`src/design/fdf_pkg.sv`:
```
package fdf_pkg;

   localparam int unsigned MAX_WIDTH_DEFAULT = 63;
   localparam int unsigned FIELD_BITS = 6;
   localparam int unsigned MAG_BITS = 32;
   localparam int unsigned DIGITS = 10;
   localparam int unsigned CNT_BITS = $clog2(MAG_BITS);
   localparam int unsigned PTR_BITS = $clog2(DIGITS);

   localparam logic [7:0] CHAR_PERCENT = 8'h25;
   localparam logic [7:0] CHAR_MINUS = 8'h2d;
   localparam logic [7:0] CHAR_PLUS = 8'h2b;
   localparam logic [7:0] CHAR_ZERO = 8'h30;
   localparam logic [7:0] CHAR_NINE = 8'h39;
   localparam logic [7:0] CHAR_SPACE = 8'h20;
   localparam logic [7:0] CHAR_LOWER_D = 8'h64;
   localparam logic [7:0] CHAR_LOWER_I = 8'h69;

   typedef enum logic [2:0] {
      ST_TEXT,
      ST_SPEC,
      ST_WAIT,
      ST_CONV,
      ST_SIZE,
      ST_LEAD,
      ST_SIGN,
      ST_DIGIT
   } state_type;

   typedef enum logic [2:0] {
      EMIT_NONE,
      EMIT_BYTE,
      EMIT_SPACE,
      EMIT_SIGN,
      EMIT_DIGIT
   } emit_type;

   typedef struct packed {
      logic     spec_clear;
      logic     spec_update;
      logic     load_arg;
      logic     conv_step;
      logic     size;
      logic     pad_dec;
      logic     digit_dec;
      emit_type emit_kind;
      logic     emit_last;
   } cmd_type;

   typedef struct packed {
      logic is_pct;
      logic is_conv;
      logic is_di;
      logic conv_done;
      logic pad_zero;
      logic pad_one;
      logic dp_zero;
      logic has_sign;
      logic left_align;
      logic out_free;
   } status_type;

   function automatic logic is_conv_letter(input logic [7:0] b);
      logic hit;
      case (b) inside
         8'h73, 8'h53, 8'h70, 8'h64, 8'h44, 8'h69, 8'h6f,
         8'h4f, 8'h75, 8'h55, 8'h78, 8'h58, 8'h63, 8'h43: hit = 1'b1;
         default: hit = 1'b0;
      endcase
      return hit;
   endfunction

endpackage

```
`src/design/format_string_decimal_formatter_unit.sv`:
```
// Streaming decimal field formatter. Requests carry either a format byte (action 0) or a
// signed 32-bit argument (action 1); each result is one output character, with last set on
// the final character a request causes. A 'd' or 'i' argument is converted by a
// shift-and-add-3 binary-to-BCD unit that handles one magnitude bit per cycle; the
// field is then sized, leading padding is decided, and the output characters (up to 63)
// follow one per cycle while the output is not stalled. No request is taken while an
// argument is being printed.
module format_string_decimal_formatter_unit #(
   parameter int unsigned MAX_WIDTH = fdf_pkg::MAX_WIDTH_DEFAULT
) (
   input  logic               clock,
   input  logic               reset,
   input  logic               req_valid,
   output logic               req_stall,
   input  logic               req_action,
   input  logic [7:0]         req_fmt_byte,
   input  logic signed [31:0] req_arg_value,
   output logic               rsp_valid,
   input  logic               rsp_stall,
   output logic [7:0]         rsp_out_char,
   output logic               rsp_last
);

   fdf_pkg::cmd_type    cmd_ctrl;
   fdf_pkg::cmd_type    cmd;
   fdf_pkg::status_type status;
   logic                trail_pending;
   logic                ctrl_stall;
   logic                trail_busy;

   fdf_ctrl u_ctrl (
      .clock      (clock),
      .reset      (reset),
      .req_valid  (req_valid && !trail_busy),
      .req_stall  (ctrl_stall),
      .req_action (req_action),
      .status     (status),
      .cmd        (cmd_ctrl)
   );

   fdf_trail u_trail (
      .clock         (clock),
      .reset         (reset),
      .enable        (1'b1),
      .trail_pending (trail_pending),
      .status        (status),
      .cmd_ctrl      (cmd_ctrl),
      .cmd           (cmd),
      .busy          (trail_busy)
   );

   fdf_datapath #(
      .MAX_WIDTH (MAX_WIDTH)
   ) u_datapath (
      .clock         (clock),
      .reset         (reset),
      .req_fmt_byte  (req_fmt_byte),
      .req_arg_value (req_arg_value),
      .rsp_valid     (rsp_valid),
      .rsp_stall     (rsp_stall),
      .rsp_out_char  (rsp_out_char),
      .rsp_last      (rsp_last),
      .cmd           (cmd),
      .status        (status),
      .trail_pending (trail_pending)
   );

   assign req_stall = ctrl_stall || trail_busy;

endmodule

```
`src/design/fdf_ctrl.sv`:
```
module fdf_ctrl (
   input  logic                clock,
   input  logic                reset,
   input  logic                req_valid,
   output logic                req_stall,
   input  logic                req_action,
   input  fdf_pkg::status_type status,
   output fdf_pkg::cmd_type    cmd
);

   fdf_pkg::state_type state_ff;
   fdf_pkg::state_type state_in;
   logic               parse_state;
   logic               accept;

   always_ff @(posedge clock) begin
      if (reset) begin
         state_ff <= fdf_pkg::ST_TEXT;
      end else begin
         state_ff <= state_in;
      end
   end

   assign parse_state = (state_ff == fdf_pkg::ST_TEXT) || (state_ff == fdf_pkg::ST_SPEC) ||
                        (state_ff == fdf_pkg::ST_WAIT);
   assign req_stall = !parse_state || !status.out_free;
   assign accept = req_valid && !req_stall;

   always_comb begin
      state_in = state_ff;
      cmd = '0;
      cmd.emit_kind = fdf_pkg::EMIT_NONE;
      unique case (state_ff)
         fdf_pkg::ST_TEXT, fdf_pkg::ST_WAIT: begin
            if (accept) begin
               if (req_action) begin
                  if (state_ff == fdf_pkg::ST_WAIT) begin
                     cmd.load_arg = 1'b1;
                     state_in = fdf_pkg::ST_CONV;
                  end
               end else begin
                  cmd.spec_clear = 1'b1;
                  if (status.is_pct) begin
                     state_in = fdf_pkg::ST_SPEC;
                  end else begin
                     cmd.emit_kind = fdf_pkg::EMIT_BYTE;
                     cmd.emit_last = 1'b1;
                     state_in = fdf_pkg::ST_TEXT;
                  end
               end
            end
         end
         fdf_pkg::ST_SPEC: begin
            if (accept && !req_action) begin
               if (status.is_conv) begin
                  if (status.is_di) begin
                     state_in = fdf_pkg::ST_WAIT;
                  end else begin
                     cmd.spec_clear = 1'b1;
                     state_in = fdf_pkg::ST_TEXT;
                  end
               end else begin
                  cmd.spec_update = 1'b1;
               end
            end
         end
         fdf_pkg::ST_CONV: begin
            cmd.conv_step = 1'b1;
            if (status.conv_done) begin
               state_in = fdf_pkg::ST_SIZE;
            end
         end
         fdf_pkg::ST_SIZE: begin
            cmd.size = 1'b1;
            state_in = fdf_pkg::ST_LEAD;
         end
         fdf_pkg::ST_LEAD: begin
            if (status.left_align || status.pad_zero) begin
               state_in = status.has_sign ? fdf_pkg::ST_SIGN : fdf_pkg::ST_DIGIT;
            end else if (status.out_free) begin
               cmd.emit_kind = fdf_pkg::EMIT_SPACE;
               cmd.pad_dec = 1'b1;
            end
         end
         fdf_pkg::ST_SIGN: begin
            if (status.out_free) begin
               cmd.emit_kind = fdf_pkg::EMIT_SIGN;
               state_in = fdf_pkg::ST_DIGIT;
            end
         end
         fdf_pkg::ST_DIGIT: begin
            if (status.out_free) begin
               cmd.emit_kind = fdf_pkg::EMIT_DIGIT;
               if (status.dp_zero) begin
                  if (status.left_align && !status.pad_zero) begin
                     // The trailing padding is sent by the trail sequencer.
                     state_in = fdf_pkg::ST_TEXT;
                  end else begin
                     cmd.emit_last = 1'b1;
                     cmd.spec_clear = 1'b1;
                     state_in = fdf_pkg::ST_TEXT;
                  end
               end else begin
                  cmd.digit_dec = 1'b1;
               end
            end
         end
         default: begin
            state_in = fdf_pkg::ST_TEXT;
         end
      endcase
   end

   a_conv_to_size: assert property (@(posedge clock) disable iff (reset)
      (state_ff == fdf_pkg::ST_CONV) && status.conv_done |=> state_ff == fdf_pkg::ST_SIZE)
      else $error("conversion did not hand over to sizing");

   a_last_ends_item: assert property (@(posedge clock) disable iff (reset)
      cmd.emit_last |=> state_ff == fdf_pkg::ST_TEXT)
      else $error("final character did not return to plain text");

   a_busy_stalls: assert property (@(posedge clock) disable iff (reset)
      (state_ff == fdf_pkg::ST_CONV) |-> req_stall)
      else $error("request taken during conversion");

endmodule

```
`src/design/fdf_datapath.sv`:
```
module fdf_datapath #(
   parameter int unsigned MAX_WIDTH = fdf_pkg::MAX_WIDTH_DEFAULT
) (
   input  logic                clock,
   input  logic                reset,
   input  logic [7:0]          req_fmt_byte,
   input  logic signed [31:0]  req_arg_value,
   output logic                rsp_valid,
   input  logic                rsp_stall,
   output logic [7:0]          rsp_out_char,
   output logic                rsp_last,
   input  fdf_pkg::cmd_type    cmd,
   output fdf_pkg::status_type status,
   output logic                trail_pending
);

   logic                                left_ff, left_in;
   logic                                plus_ff, plus_in;
   logic [fdf_pkg::FIELD_BITS-1:0]      width_ff, width_in;
   logic                                closed_ff, closed_in;
   logic                                neg_ff;
   logic                                sign_ff;
   logic [fdf_pkg::MAG_BITS-1:0]        mag_ff;
   logic [3:0]                          bcd_ff [fdf_pkg::DIGITS];
   logic [3:0]                          bcd_in [fdf_pkg::DIGITS];
   logic [3:0]                          adj [fdf_pkg::DIGITS];
   logic [fdf_pkg::CNT_BITS-1:0]        cnt_ff;
   logic [fdf_pkg::FIELD_BITS-1:0]      pad_ff;
   logic [fdf_pkg::PTR_BITS-1:0]        ptr_ff;
   logic [fdf_pkg::PTR_BITS-1:0]        nd;
   logic [fdf_pkg::FIELD_BITS-1:0]      len;
   logic [9:0]                          prod;
   logic                                is_digit;
   logic                                rsp_valid_ff;
   logic [7:0]                          rsp_char_ff;
   logic                                rsp_last_ff;
   logic [7:0]                          char_in;

   assign is_digit = (req_fmt_byte >= fdf_pkg::CHAR_ZERO) && (req_fmt_byte <= fdf_pkg::CHAR_NINE);
   assign prod = ({4'd0, width_ff} << 3) + ({4'd0, width_ff} << 1) +
                 {6'd0, req_fmt_byte[3:0]};

   always_comb begin
      left_in = left_ff;
      plus_in = plus_ff;
      width_in = width_ff;
      closed_in = closed_ff;
      if (cmd.spec_clear) begin
         left_in = 1'b0;
         plus_in = 1'b0;
         width_in = '0;
         closed_in = 1'b0;
      end else if (cmd.spec_update) begin
         if (req_fmt_byte == fdf_pkg::CHAR_MINUS) begin
            left_in = 1'b1;
         end
         if (req_fmt_byte == fdf_pkg::CHAR_PLUS) begin
            plus_in = 1'b1;
         end
         if (is_digit) begin
            if (!closed_ff) begin
               width_in = (prod > 10'(MAX_WIDTH)) ? fdf_pkg::FIELD_BITS'(MAX_WIDTH) :
                          prod[fdf_pkg::FIELD_BITS-1:0];
            end
         end else if ((width_ff != '0) || closed_ff) begin
            closed_in = 1'b1;
         end
      end
   end

   always_ff @(posedge clock) begin
      if (reset) begin
         left_ff <= 1'b0;
         plus_ff <= 1'b0;
         width_ff <= '0;
         closed_ff <= 1'b0;
      end else begin
         left_ff <= left_in;
         plus_ff <= plus_in;
         width_ff <= width_in;
         closed_ff <= closed_in;
      end
   end

   // One double-dabble step: correct each BCD digit, then shift one magnitude bit in.
   always_comb begin
      for (int i = 0; i < fdf_pkg::DIGITS; i++) begin
         adj[i] = (bcd_ff[i] >= 4'd5) ? bcd_ff[i] + 4'd3 : bcd_ff[i];
      end
      bcd_in[0] = {adj[0][2:0], mag_ff[fdf_pkg::MAG_BITS-1]};
      for (int i = 1; i < fdf_pkg::DIGITS; i++) begin
         bcd_in[i] = {adj[i][2:0], adj[i-1][3]};
      end
   end

   always_comb begin
      nd = fdf_pkg::PTR_BITS'(1);
      for (int i = 0; i < fdf_pkg::DIGITS; i++) begin
         if (bcd_ff[i] != 4'd0) begin
            nd = fdf_pkg::PTR_BITS'(i + 1);
         end
      end
      len = fdf_pkg::FIELD_BITS'(nd) + fdf_pkg::FIELD_BITS'(neg_ff || plus_ff);
   end

   always_ff @(posedge clock) begin
      if (cmd.load_arg) begin
         neg_ff <= req_arg_value[31];
         mag_ff <= req_arg_value[31] ? 32'(-req_arg_value) : 32'(req_arg_value);
         for (int i = 0; i < fdf_pkg::DIGITS; i++) begin
            bcd_ff[i] <= 4'd0;
         end
      end else if (cmd.conv_step) begin
         mag_ff <= mag_ff << 1;
         bcd_ff <= bcd_in;
      end
      if (cmd.size) begin
         sign_ff <= neg_ff || plus_ff;
         ptr_ff <= nd - fdf_pkg::PTR_BITS'(1);
         pad_ff <= (width_ff > len) ? width_ff - len : '0;
      end else begin
         if (cmd.pad_dec) begin
            pad_ff <= pad_ff - fdf_pkg::FIELD_BITS'(1);
         end
         if (cmd.digit_dec) begin
            ptr_ff <= ptr_ff - fdf_pkg::PTR_BITS'(1);
         end
      end
   end

   always_ff @(posedge clock) begin
      if (reset) begin
         cnt_ff <= '0;
      end else if (cmd.load_arg) begin
         cnt_ff <= '0;
      end else if (cmd.conv_step) begin
         cnt_ff <= cnt_ff + fdf_pkg::CNT_BITS'(1);
      end
   end

   always_comb begin
      case (cmd.emit_kind)
         fdf_pkg::EMIT_BYTE:  char_in = req_fmt_byte;
         fdf_pkg::EMIT_SIGN:  char_in = neg_ff ? fdf_pkg::CHAR_MINUS : fdf_pkg::CHAR_PLUS;
         fdf_pkg::EMIT_DIGIT: char_in = {4'h3, bcd_ff[ptr_ff]};
         default:             char_in = fdf_pkg::CHAR_SPACE;
      endcase
   end

   always_ff @(posedge clock) begin
      if (reset) begin
         rsp_valid_ff <= 1'b0;
      end else if (cmd.emit_kind != fdf_pkg::EMIT_NONE) begin
         rsp_valid_ff <= 1'b1;
      end else if (!rsp_stall) begin
         rsp_valid_ff <= 1'b0;
      end
      if (cmd.emit_kind != fdf_pkg::EMIT_NONE) begin
         rsp_char_ff <= char_in;
         rsp_last_ff <= cmd.emit_last;
      end
   end

   assign rsp_valid = rsp_valid_ff;
   assign rsp_out_char = rsp_char_ff;
   assign rsp_last = rsp_last_ff;
   assign trail_pending = left_ff && (pad_ff != '0);

   assign status.is_pct = (req_fmt_byte == fdf_pkg::CHAR_PERCENT);
   assign status.is_conv = fdf_pkg::is_conv_letter(req_fmt_byte);
   assign status.is_di = (req_fmt_byte == fdf_pkg::CHAR_LOWER_D) ||
                         (req_fmt_byte == fdf_pkg::CHAR_LOWER_I);
   assign status.conv_done = (cnt_ff == fdf_pkg::CNT_BITS'(fdf_pkg::MAG_BITS - 1));
   assign status.pad_zero = (pad_ff == '0);
   assign status.pad_one = (pad_ff == fdf_pkg::FIELD_BITS'(1));
   assign status.dp_zero = (ptr_ff == '0);
   assign status.has_sign = sign_ff;
   assign status.left_align = left_ff;
   assign status.out_free = !rsp_valid_ff || !rsp_stall;

   a_width_bound: assert property (@(posedge clock) disable iff (reset)
      width_ff <= fdf_pkg::FIELD_BITS'(MAX_WIDTH))
      else $error("field width above its limit");

   a_digit_ptr: assert property (@(posedge clock) disable iff (reset)
      (cmd.emit_kind == fdf_pkg::EMIT_DIGIT) |-> ptr_ff < fdf_pkg::PTR_BITS'(fdf_pkg::DIGITS))
      else $error("digit pointer outside the BCD register");

endmodule

```
`src/design/fdf_trail.sv`:
```
module fdf_trail (
   input  logic                clock,
   input  logic                reset,
   input  logic                enable,
   input  logic                trail_pending,
   input  fdf_pkg::status_type status,
   input  fdf_pkg::cmd_type    cmd_ctrl,
   output fdf_pkg::cmd_type    cmd,
   output logic                busy
);

   logic active_ff, active_in;

   always_ff @(posedge clock) begin
      if (reset) begin
         active_ff <= 1'b0;
      end else begin
         active_ff <= active_in;
      end
   end

   assign busy = active_ff;

   always_comb begin
      active_in = active_ff;
      cmd = cmd_ctrl;
      if (active_ff) begin
         cmd = '0;
         cmd.emit_kind = fdf_pkg::EMIT_NONE;
         if (status.out_free) begin
            cmd.emit_kind = fdf_pkg::EMIT_SPACE;
            cmd.pad_dec = 1'b1;
            if (status.pad_one) begin
               cmd.emit_last = 1'b1;
               cmd.spec_clear = 1'b1;
               active_in = 1'b0;
            end
         end
      end else if (enable && (cmd_ctrl.emit_kind == fdf_pkg::EMIT_DIGIT) && status.dp_zero &&
                   trail_pending) begin
         active_in = 1'b1;
      end
   end

   a_trail_ends: assert property (@(posedge clock) disable iff (reset)
      active_ff && status.out_free && status.pad_one |=> !active_ff)
      else $error("trailing padding did not finish");

endmodule
```
`config.mk`:
```
export PLATFORM = sky130hd
export DESIGN_NAME = format_string_decimal_formatter_unit
export DESIGN_NICKNAME = d
export VERILOG_FILES = /design/src/design/fdf_pkg.sv /design/src/design/format_string_decimal_formatter_unit.sv /design/src/design/fdf_ctrl.sv /design/src/design/fdf_datapath.sv /design/src/design/fdf_trail.sv
export SDC_FILE = /design/constraint.sdc
export NUM_CORES = 1
export LEC_CHECK = 0
export BUFFER_PORTS_ARGS = -buffer_cell sky130_fd_sc_hd__clkbuf_2
export CAP_MARGIN = 0
export CORE_UTILIZATION = 53
export CTS_CLUSTER_DIAMETER = 50
export DETAILED_ROUTE_END_ITERATION = 10
export PLACE_DENSITY = 0.84
export SKIP_CTS_REPAIR_TIMING = 1
export SYNTH_ARGS = -nofsm -noshare
export SYNTH_HDL_FRONTEND = slang
export SYNTH_HIERARCHICAL = 1
export SYNTH_SLANG_ARGS = --single-unit
```
`constraint.sdc`:
```
create_clock -name clock -period 4.38 [get_ports clock]
set_clock_uncertainty 0.15 [all_clocks]
set_input_delay 0.876 -clock clock [delete_from_list [all_inputs] [get_ports clock]]
set_output_delay 0.876 -clock clock [all_outputs]
set_load 0.02 [all_outputs]
```
* Word level (Yosys, flattened, before mapping)
Index checks and enable logic that the tools add are counted.
Operators by class: add/sub/neg operators 19, magnitude comparators 15, equal/unequal tests 40, multiplexer cells 89, bitwise logic cells 3, reduce and logical (&&, ||, !) cells 52
Operators by type and width (number):
- $eq A8 B7 Y1 const B | 14
- $mux W32 | 3
- $mux W4 | 18
- $mux W3 | 18
- $ge A4 B3 Y1 const B | 10
- $add A4 B2 Y4 const B | 9
- $reduce_bool A4 Y1 | 9
- $neg A32 Y32 | 1
- $mux W1 | 31
- $eq A8 B6 Y1 const B | 3
- $mux W6 | 4
- $pmux W8 S3 | 1
- $pmux W3 S7 | 1
- $eq A3 B3 Y1 const B | 6
- $bmux W4 S4 | 1
- $mux W2 | 7
- $reduce_or A14 Y1 | 1
- $ne A2 B1 Y1 const B | 6
- $pmux W3 S4 | 1
- $reduce_bool A6 Y1 | 2
- $mux W11 | 1
- $add A10 B4 Y10 | 1
- $add A9 B7 Y10 | 1
- $gt A10 B6 Y1 const B | 1
- other kinds (33) | 68
Word-level totals: register bits after elaboration 112, bits of input ports 45, output and inout bits 11, word-level logic and storage cells 243

* Depth between registers and ports, before layout
word-level depth 14, mapped depth 17, depth with buffers taken out 17

* Cells and area by module
Netlist, hierarchy kept.
Modules (own cells, without submodules):
- fdf_datapath | times used 1, cells each 772, area each 6949.2 um^2, seq. area each 2692.6 um^2
- fdf_ctrl | times used 1, cells each 57, area each 381.6 um^2, seq. area each 60.1 um^2
- fdf_trail | times used 1, cells each 24, area each 165.2 um^2, seq. area each 20.0 um^2
- format_string_decimal_formatter_unit | times used 1, cells each 3, area each 18.8 um^2, seq. area each 0.0 um^2

* Least setup slack after synthesis
OpenSTA, ideal clock, no wires.
path kind register to register, start reg u_datapath/bcd_ff[32] (netlist name), end reg u_datapath/pad_ff[2] (netlist name) (data pin), library setup time 289 ps, data arrival time 3267 ps, required time 3941 ps, slack 674 ps, stages on the path, launching flop included 15, path buffers 0, clock period less this slack 3706 ps, path through dfxtp_1 > inv_1 > ha_1 > nor3b_1 > o311ai_0 > a31oi_1 > nand2b_1 > and2_1 > ha_1 > ha_1 > xnor2_1 > ha_1 > nand4_1 > o311ai_0 > o22ai_1
On the way: word-level cells in the longest chain between the ends 14, elaborated cells between the ends (all ways) 15, those cells by class add/sub (2); order compare (1); mux (11); reduce/logical (1)
Ends and longest elaborated chain:
- start, declared | RTL line fdf_datapath.sv:24 | logic [3:0] bcd_ff [fdf_pkg::DIGITS];
- start signal, assigned | RTL line fdf_datapath.sv:115 | bcd_ff <= bcd_in;
- $reduce_bool A4 Y1 (*) | RTL line fdf_datapath.sv:99 | if (bcd_ff[i] != 4'd0) begin
- $mux W2 (*) (2 in series) | RTL line fdf_datapath.sv:99
- $mux W3 (*) (4 in series) | RTL line fdf_datapath.sv:99
- $mux W4 (*) (3 in series) | RTL line fdf_datapath.sv:99
- $add A4 B1 Y5 (*) | RTL line fdf_datapath.sv:103 | len = fdf_pkg::FIELD_BITS'(nd) + fdf_pkg::FIELD_BITS'(neg_ff || plus_ff);
- $sub A6 B6 Y6 / $gt A6 B6 Y1 (equally long branches) | RTL line fdf_datapath.sv:120 | pad_ff <= (width_ff > len) ? width_ff - len : '0;
- $mux W6 (*) | RTL line fdf_datapath.sv:120
- $mux W6 (*) | RTL line fdf_datapath.sv:117 | if (cmd.size) begin
- end signal, assigned | RTL line fdf_datapath.sv:120
- end signal, assigned | RTL line fdf_datapath.sv:123 | pad_ff <= pad_ff - fdf_pkg::FIELD_BITS'(1);
- end, declared | RTL line fdf_datapath.sv:28 | logic [fdf_pkg::FIELD_BITS-1:0] pad_ff;
Mark *: on every way between the ends. The rest lies on a longest branch, timed or not. A chain may end at the register's enable or synchronous reset.

* Worst setup path in the final report
start reg u_datapath/bcd_ff[32] (netlist name), end reg u_datapath/pad_ff[4] (netlist name) (data pin)
Same word-level chain as after synthesis.

==> qor.log <==
INFO  run_status     status=complete, no violations
INFO  finish         layout-drive-gt1-share=12.4%
INFO  worst_setup_path worst-endpoint-arrival=3.96ns
INFO  cts            cts_tree=yes
INFO  timing         hold_viol_final=0
INFO  flow_run       max_cap_viol_count=0
INFO  finish         fillCellCount=1,235
INFO  pwr            power_per_cell_area=485mW/mm^2
INFO  placed_design  detailedPlacementHpwl=11,200um
INFO  pwr            net-switching-power=1.51mW
INFO  finish         multi_input_gate_area=0.00434mm^2
INFO  grt            grt_start_max_net_pins=110
INFO  timing         summed_negative_setup_slack_over_all_endpoints=0ns
INFO  finish         area_growth=8.81%
INFO  die            die_width=121um
INFO  cts            root_buffer=sky130_fd_sc_hd__clkbuf_16
INFO  timing         slew_headroom=49.5%
INFO  die            core_outline_area=0.0139mm^2
INFO  worst_setup_path regToRegSetupSlack=0.34ns
INFO  cts            clkSlewWorstSetupHoldPaths=0.07ns
INFO  worst_setup_path worstSetupPathType=flop to flop
INFO  synth          netlist.area_leader.share=21.2%
INFO  placed_design  port_buffers=55
INFO  pwr            seq_pwr_share=39.4%
INFO  detailed_routing drt_first_pass_iters=6
INFO  timing         worst-slew-pin-transition=0.746ns
INFO  timing         post-route-min-period=4.04ns
INFO  finish         num-nets-final=980
INFO  cts            ctsHtreeMaxLevel=3
INFO  cts            ctsLongestPathBuffers=2
INFO  synth          syn-mean-instance-area=8.78um^2
INFO  synth          post_synth_edffs=53
INFO  synth          syn-num-nets=949
INFO  synth          synth_common_cells=sky130_fd_sc_hd__nor2_1, sky130_fd_sc_hd__a21oi_1, sky130_fd_sc_hd__dfxtp_1, sky130_fd_sc_hd__nand2_1, sky130_fd_sc_hd__edfxtp_1
INFO  finish         n_antenna_cell=0
INFO  detailed_routing drt-vias-per-instance=5.70
INFO  worst_setup_path startpoint_type=flop
INFO  timing         layout_worst_path_cycle_share=92.3%
INFO  pwr            static_leakage_power=3.17nW
INFO  synth          post-synth-top-area-cell=sky130_fd_sc_hd__edfxtp_1
INFO  worst_setup_path timing.critical_path.to_type=flop
INFO  placed_design  post_dp_cell_area=0.00787mm^2
INFO  grt            track_usage=22.2%
INFO  grt            vias_in_the_first_global_route=5,637
INFO  placed_design  gp_routability_congestion=0.924
INFO  finish         fin_util=58.9%
INFO  detailed_routing route.vias.total=6,110
INFO  grt            antenna_found_initial=0
INFO  pwr            power.share.switching=38.2%
INFO  die            floorplan.die_area=0.0147mm^2
INFO  pwr            ir_drop=318uV
INFO  die            die-height=121um
INFO  synth          synth.cell_area=0.00751mm^2
INFO  timing         timing_max_transition_violations_final=0
INFO  synth          synth_flop_cell=sky130_fd_sc_hd__dfxtp_1
INFO  grt            grt_first_pass_wirelength=25,900um
INFO  synth          synth.area.top_cells=sky130_fd_sc_hd__edfxtp_1, sky130_fd_sc_hd__dfxtp_1, sky130_fd_sc_hd__ha_1
INFO  worst_setup_path worst_path_maximum_fanout=6
INFO  die            boundaryPins=56
INFO  cts            clock_latency_at_the_later_pin_of_the_worst_skew_pair=0.36ns
INFO  timing         grt_setup_unrepaired=no
INFO  timing         setup_violating_endpoint_count_in_the_final_report=0
INFO  grt            grt-ovfl-total=0
INFO  detailed_routing initialDrtViolationCount=421
INFO  timing         achievable-frequency=247MHz
INFO  detailed_routing drc_errors=0
INFO  synth          yosys_register_bits=112
INFO  synth          synth_async_sr_flop_share=0%
INFO  synth          sequential_to_total_area_share_from_yosys_stat=36.9%
INFO  cts            clkSinkCount=112
INFO  pwr            relative_contribution_of_combinational_cells_to_total_power=39.0%
INFO  detailed_routing wl_per_cell=14.5um
INFO  synth          synthesis.instances=856
INFO  placed_design  cell_total_after_placement=1,056
INFO  finish         sequential_cell_area=0.00277mm^2
INFO  synth          count_of_different_cell_masters_after_synthesis=70
INFO  synth          ys.warnings.count=6
INFO  synth          post-synth-top-count-cell=sky130_fd_sc_hd__nor2_1
INFO  die            initial_core_util=54.1%
INFO  cts            cts_made_buffers=9
INFO  detailed_routing ant_nets=0
INFO  detailed_routing routed_wl=15,600um
INFO  pwr            internal-power=2.45mW
INFO  worst_setup_path crit_required=4.30ns
INFO  pwr            power.clock.fraction=21.5%
INFO  finish         fin_area=0.00818mm^2
INFO  die            num_rows=43
INFO  min_path       holdCritPathClass=flop to flop
INFO  finish         stdcell_count=1,072
## worst paths after layout
kind / startpoint / cells after the start / to
setup reg to reg: u_datapath/bcd_ff[32] / 16 / u_datapath/pad_ff[4]
hold / removal: u_datapath/closed_ff / 2 / u_datapath/closed_ff
setup / recovery: u_datapath/bcd_ff[32] / 16 / u_datapath/pad_ff[4]
hold reg to reg: u_datapath/closed_ff / 2 / u_datapath/closed_ff
## power groups by stage
| stage | Combinational (mW) | Clock [mW] | Sequential, mW |
|---|---|---|---|
| CTS | 1.54 | 0.871 | 1.56 |
| detailed placement | 1.53 | 0 | 1.58 |
| global placement | 1.48 | 0 | 1.57 |
| floorplan | 1.25 | 0 | 1.50 |
| global route | 1.76 | 0.913 | 1.60 |
| finish | 1.55 | 0.853 | 1.56 |
## registers in the layout (all words and copies together) (netlist names), 3 cells and up
signal / count
u_ctrl/state_ff: 3
u_datapath/bcd_ff: 40
u_datapath/cnt_ff: 5
u_datapath/mag_ff: 32
u_datapath/pad_ff: 6
u_datapath/ptr_ff: 4
u_datapath/rsp_out_char: 8
u_datapath/width_ff: 6
## final cells by class
type                       instances  share of cell area (%)
multi-input combinational        651                    53.1
clock inverter                     4                   0.383
sequential                       112                    33.9
clock buffer                      12                    3.41
inverter                          53                    2.46
tap                              180                    2.75
timing repair buffer              60                    3.98
## routing by layer
layer | part of all wire [%] | track usage (%) | vias up | routed length, um
met3 | 5.6 | 5.26 | 25 | 873
met5 | 0 | 0 | - | 0
li1 | - | - | 3097 | -
met4 | 1.7 | 6.87 | 0 | 266
met1 | 46 | 28.4 | 2815 | 7120
met2 | 47 | 37.1 | 173 | 7310
## worst max-delay path, stage by stage, from the launching register on
cell,delay [ns]
sky130_fd_sc_hd__dfxtp_1,0.40
sky130_fd_sc_hd__inv_1,0.09
sky130_fd_sc_hd__ha_1,0.23
sky130_fd_sc_hd__nor3b_1,0.16
sky130_fd_sc_hd__o311ai_0,0.31
sky130_fd_sc_hd__a31oi_1,0.17
sky130_fd_sc_hd__nand2b_1,0.16
sky130_fd_sc_hd__and2_1,0.17
sky130_fd_sc_hd__ha_1,0.22
sky130_fd_sc_hd__ha_1,0.21
sky130_fd_sc_hd__xnor2_1,0.13
sky130_fd_sc_hd__ha_1,0.34
sky130_fd_sc_hd__a21oi_1,0.16
sky130_fd_sc_hd__o21bai_1,0.11
sky130_fd_sc_hd__a211o_1,0.30
sky130_fd_sc_hd__o311ai_1,0.22
sky130_fd_sc_hd__o22ai_1,0.20
## stage by stage
| step | hold WS, ns | worst slack (ns) | total power [mW] |
|---|---|---|---|
| 6_report | 0.335 | 0.339 | 3.96 |
| 5_1_grt | 0.364 | 0.106 | 4.27 |
| 4_1_cts | 0.334 | 0.0885 | 3.97 |
| 3_5_place_dp | 0.317 | 0.183 | 3.11 |
| 3_3_place_gp | 0.300 | 0.353 | 3.05 |
| 2_1_floorplan | 0.283 | 0.674 | 2.75 |
## layout by cell type, fill, tap and decap left out, types with 7 or more instances in the layout
| cell type | count |
|---|---|
| sky130_fd_sc_hd__a211oi_1 | 7 |
| sky130_fd_sc_hd__a21oi_1 | 80 |
| sky130_fd_sc_hd__a31oi_1 | 8 |
| sky130_fd_sc_hd__clkbuf_16 | 11 |
| sky130_fd_sc_hd__clkbuf_2 | 55 |
| sky130_fd_sc_hd__dfxtp_1 | 59 |
| sky130_fd_sc_hd__edfxtp_1 | 53 |
| sky130_fd_sc_hd__ha_1 | 45 |
| sky130_fd_sc_hd__inv_1 | 50 |
| sky130_fd_sc_hd__mux2i_1 | 26 |
| sky130_fd_sc_hd__mux4_2 | 7 |
| sky130_fd_sc_hd__nand2_1 | 55 |
| sky130_fd_sc_hd__nand2b_1 | 20 |
| sky130_fd_sc_hd__nand3_1 | 18 |
| sky130_fd_sc_hd__nor2_1 | 108 |
| sky130_fd_sc_hd__nor2b_1 | 9 |
| sky130_fd_sc_hd__nor3_1 | 22 |
| sky130_fd_sc_hd__nor3b_1 | 14 |
| sky130_fd_sc_hd__nor4_1 | 8 |
| sky130_fd_sc_hd__o21ai_0 | 52 |
| sky130_fd_sc_hd__o22ai_1 | 10 |
| sky130_fd_sc_hd__o31ai_1 | 8 |
| sky130_fd_sc_hd__or2_2 | 7 |
| sky130_fd_sc_hd__xnor2_1 | 21 |
| sky130_fd_sc_hd__xor2_1 | 43 |
## kinds of logic after synthesis
family | count (synthesis) | synth area share, %
mux | 33 | 5.56
other cells | 2 | 0.0999
compound gates | 198 | 15.8
xor+xnor | 64 | 7.46
flops | 112 | 36.9
buf+inv | 93 | 5.34
simple gates | 306 | 20.6
fa+ha+maj | 48 | 8.29
Note: power is estimated with default switching activity, not from simulation.
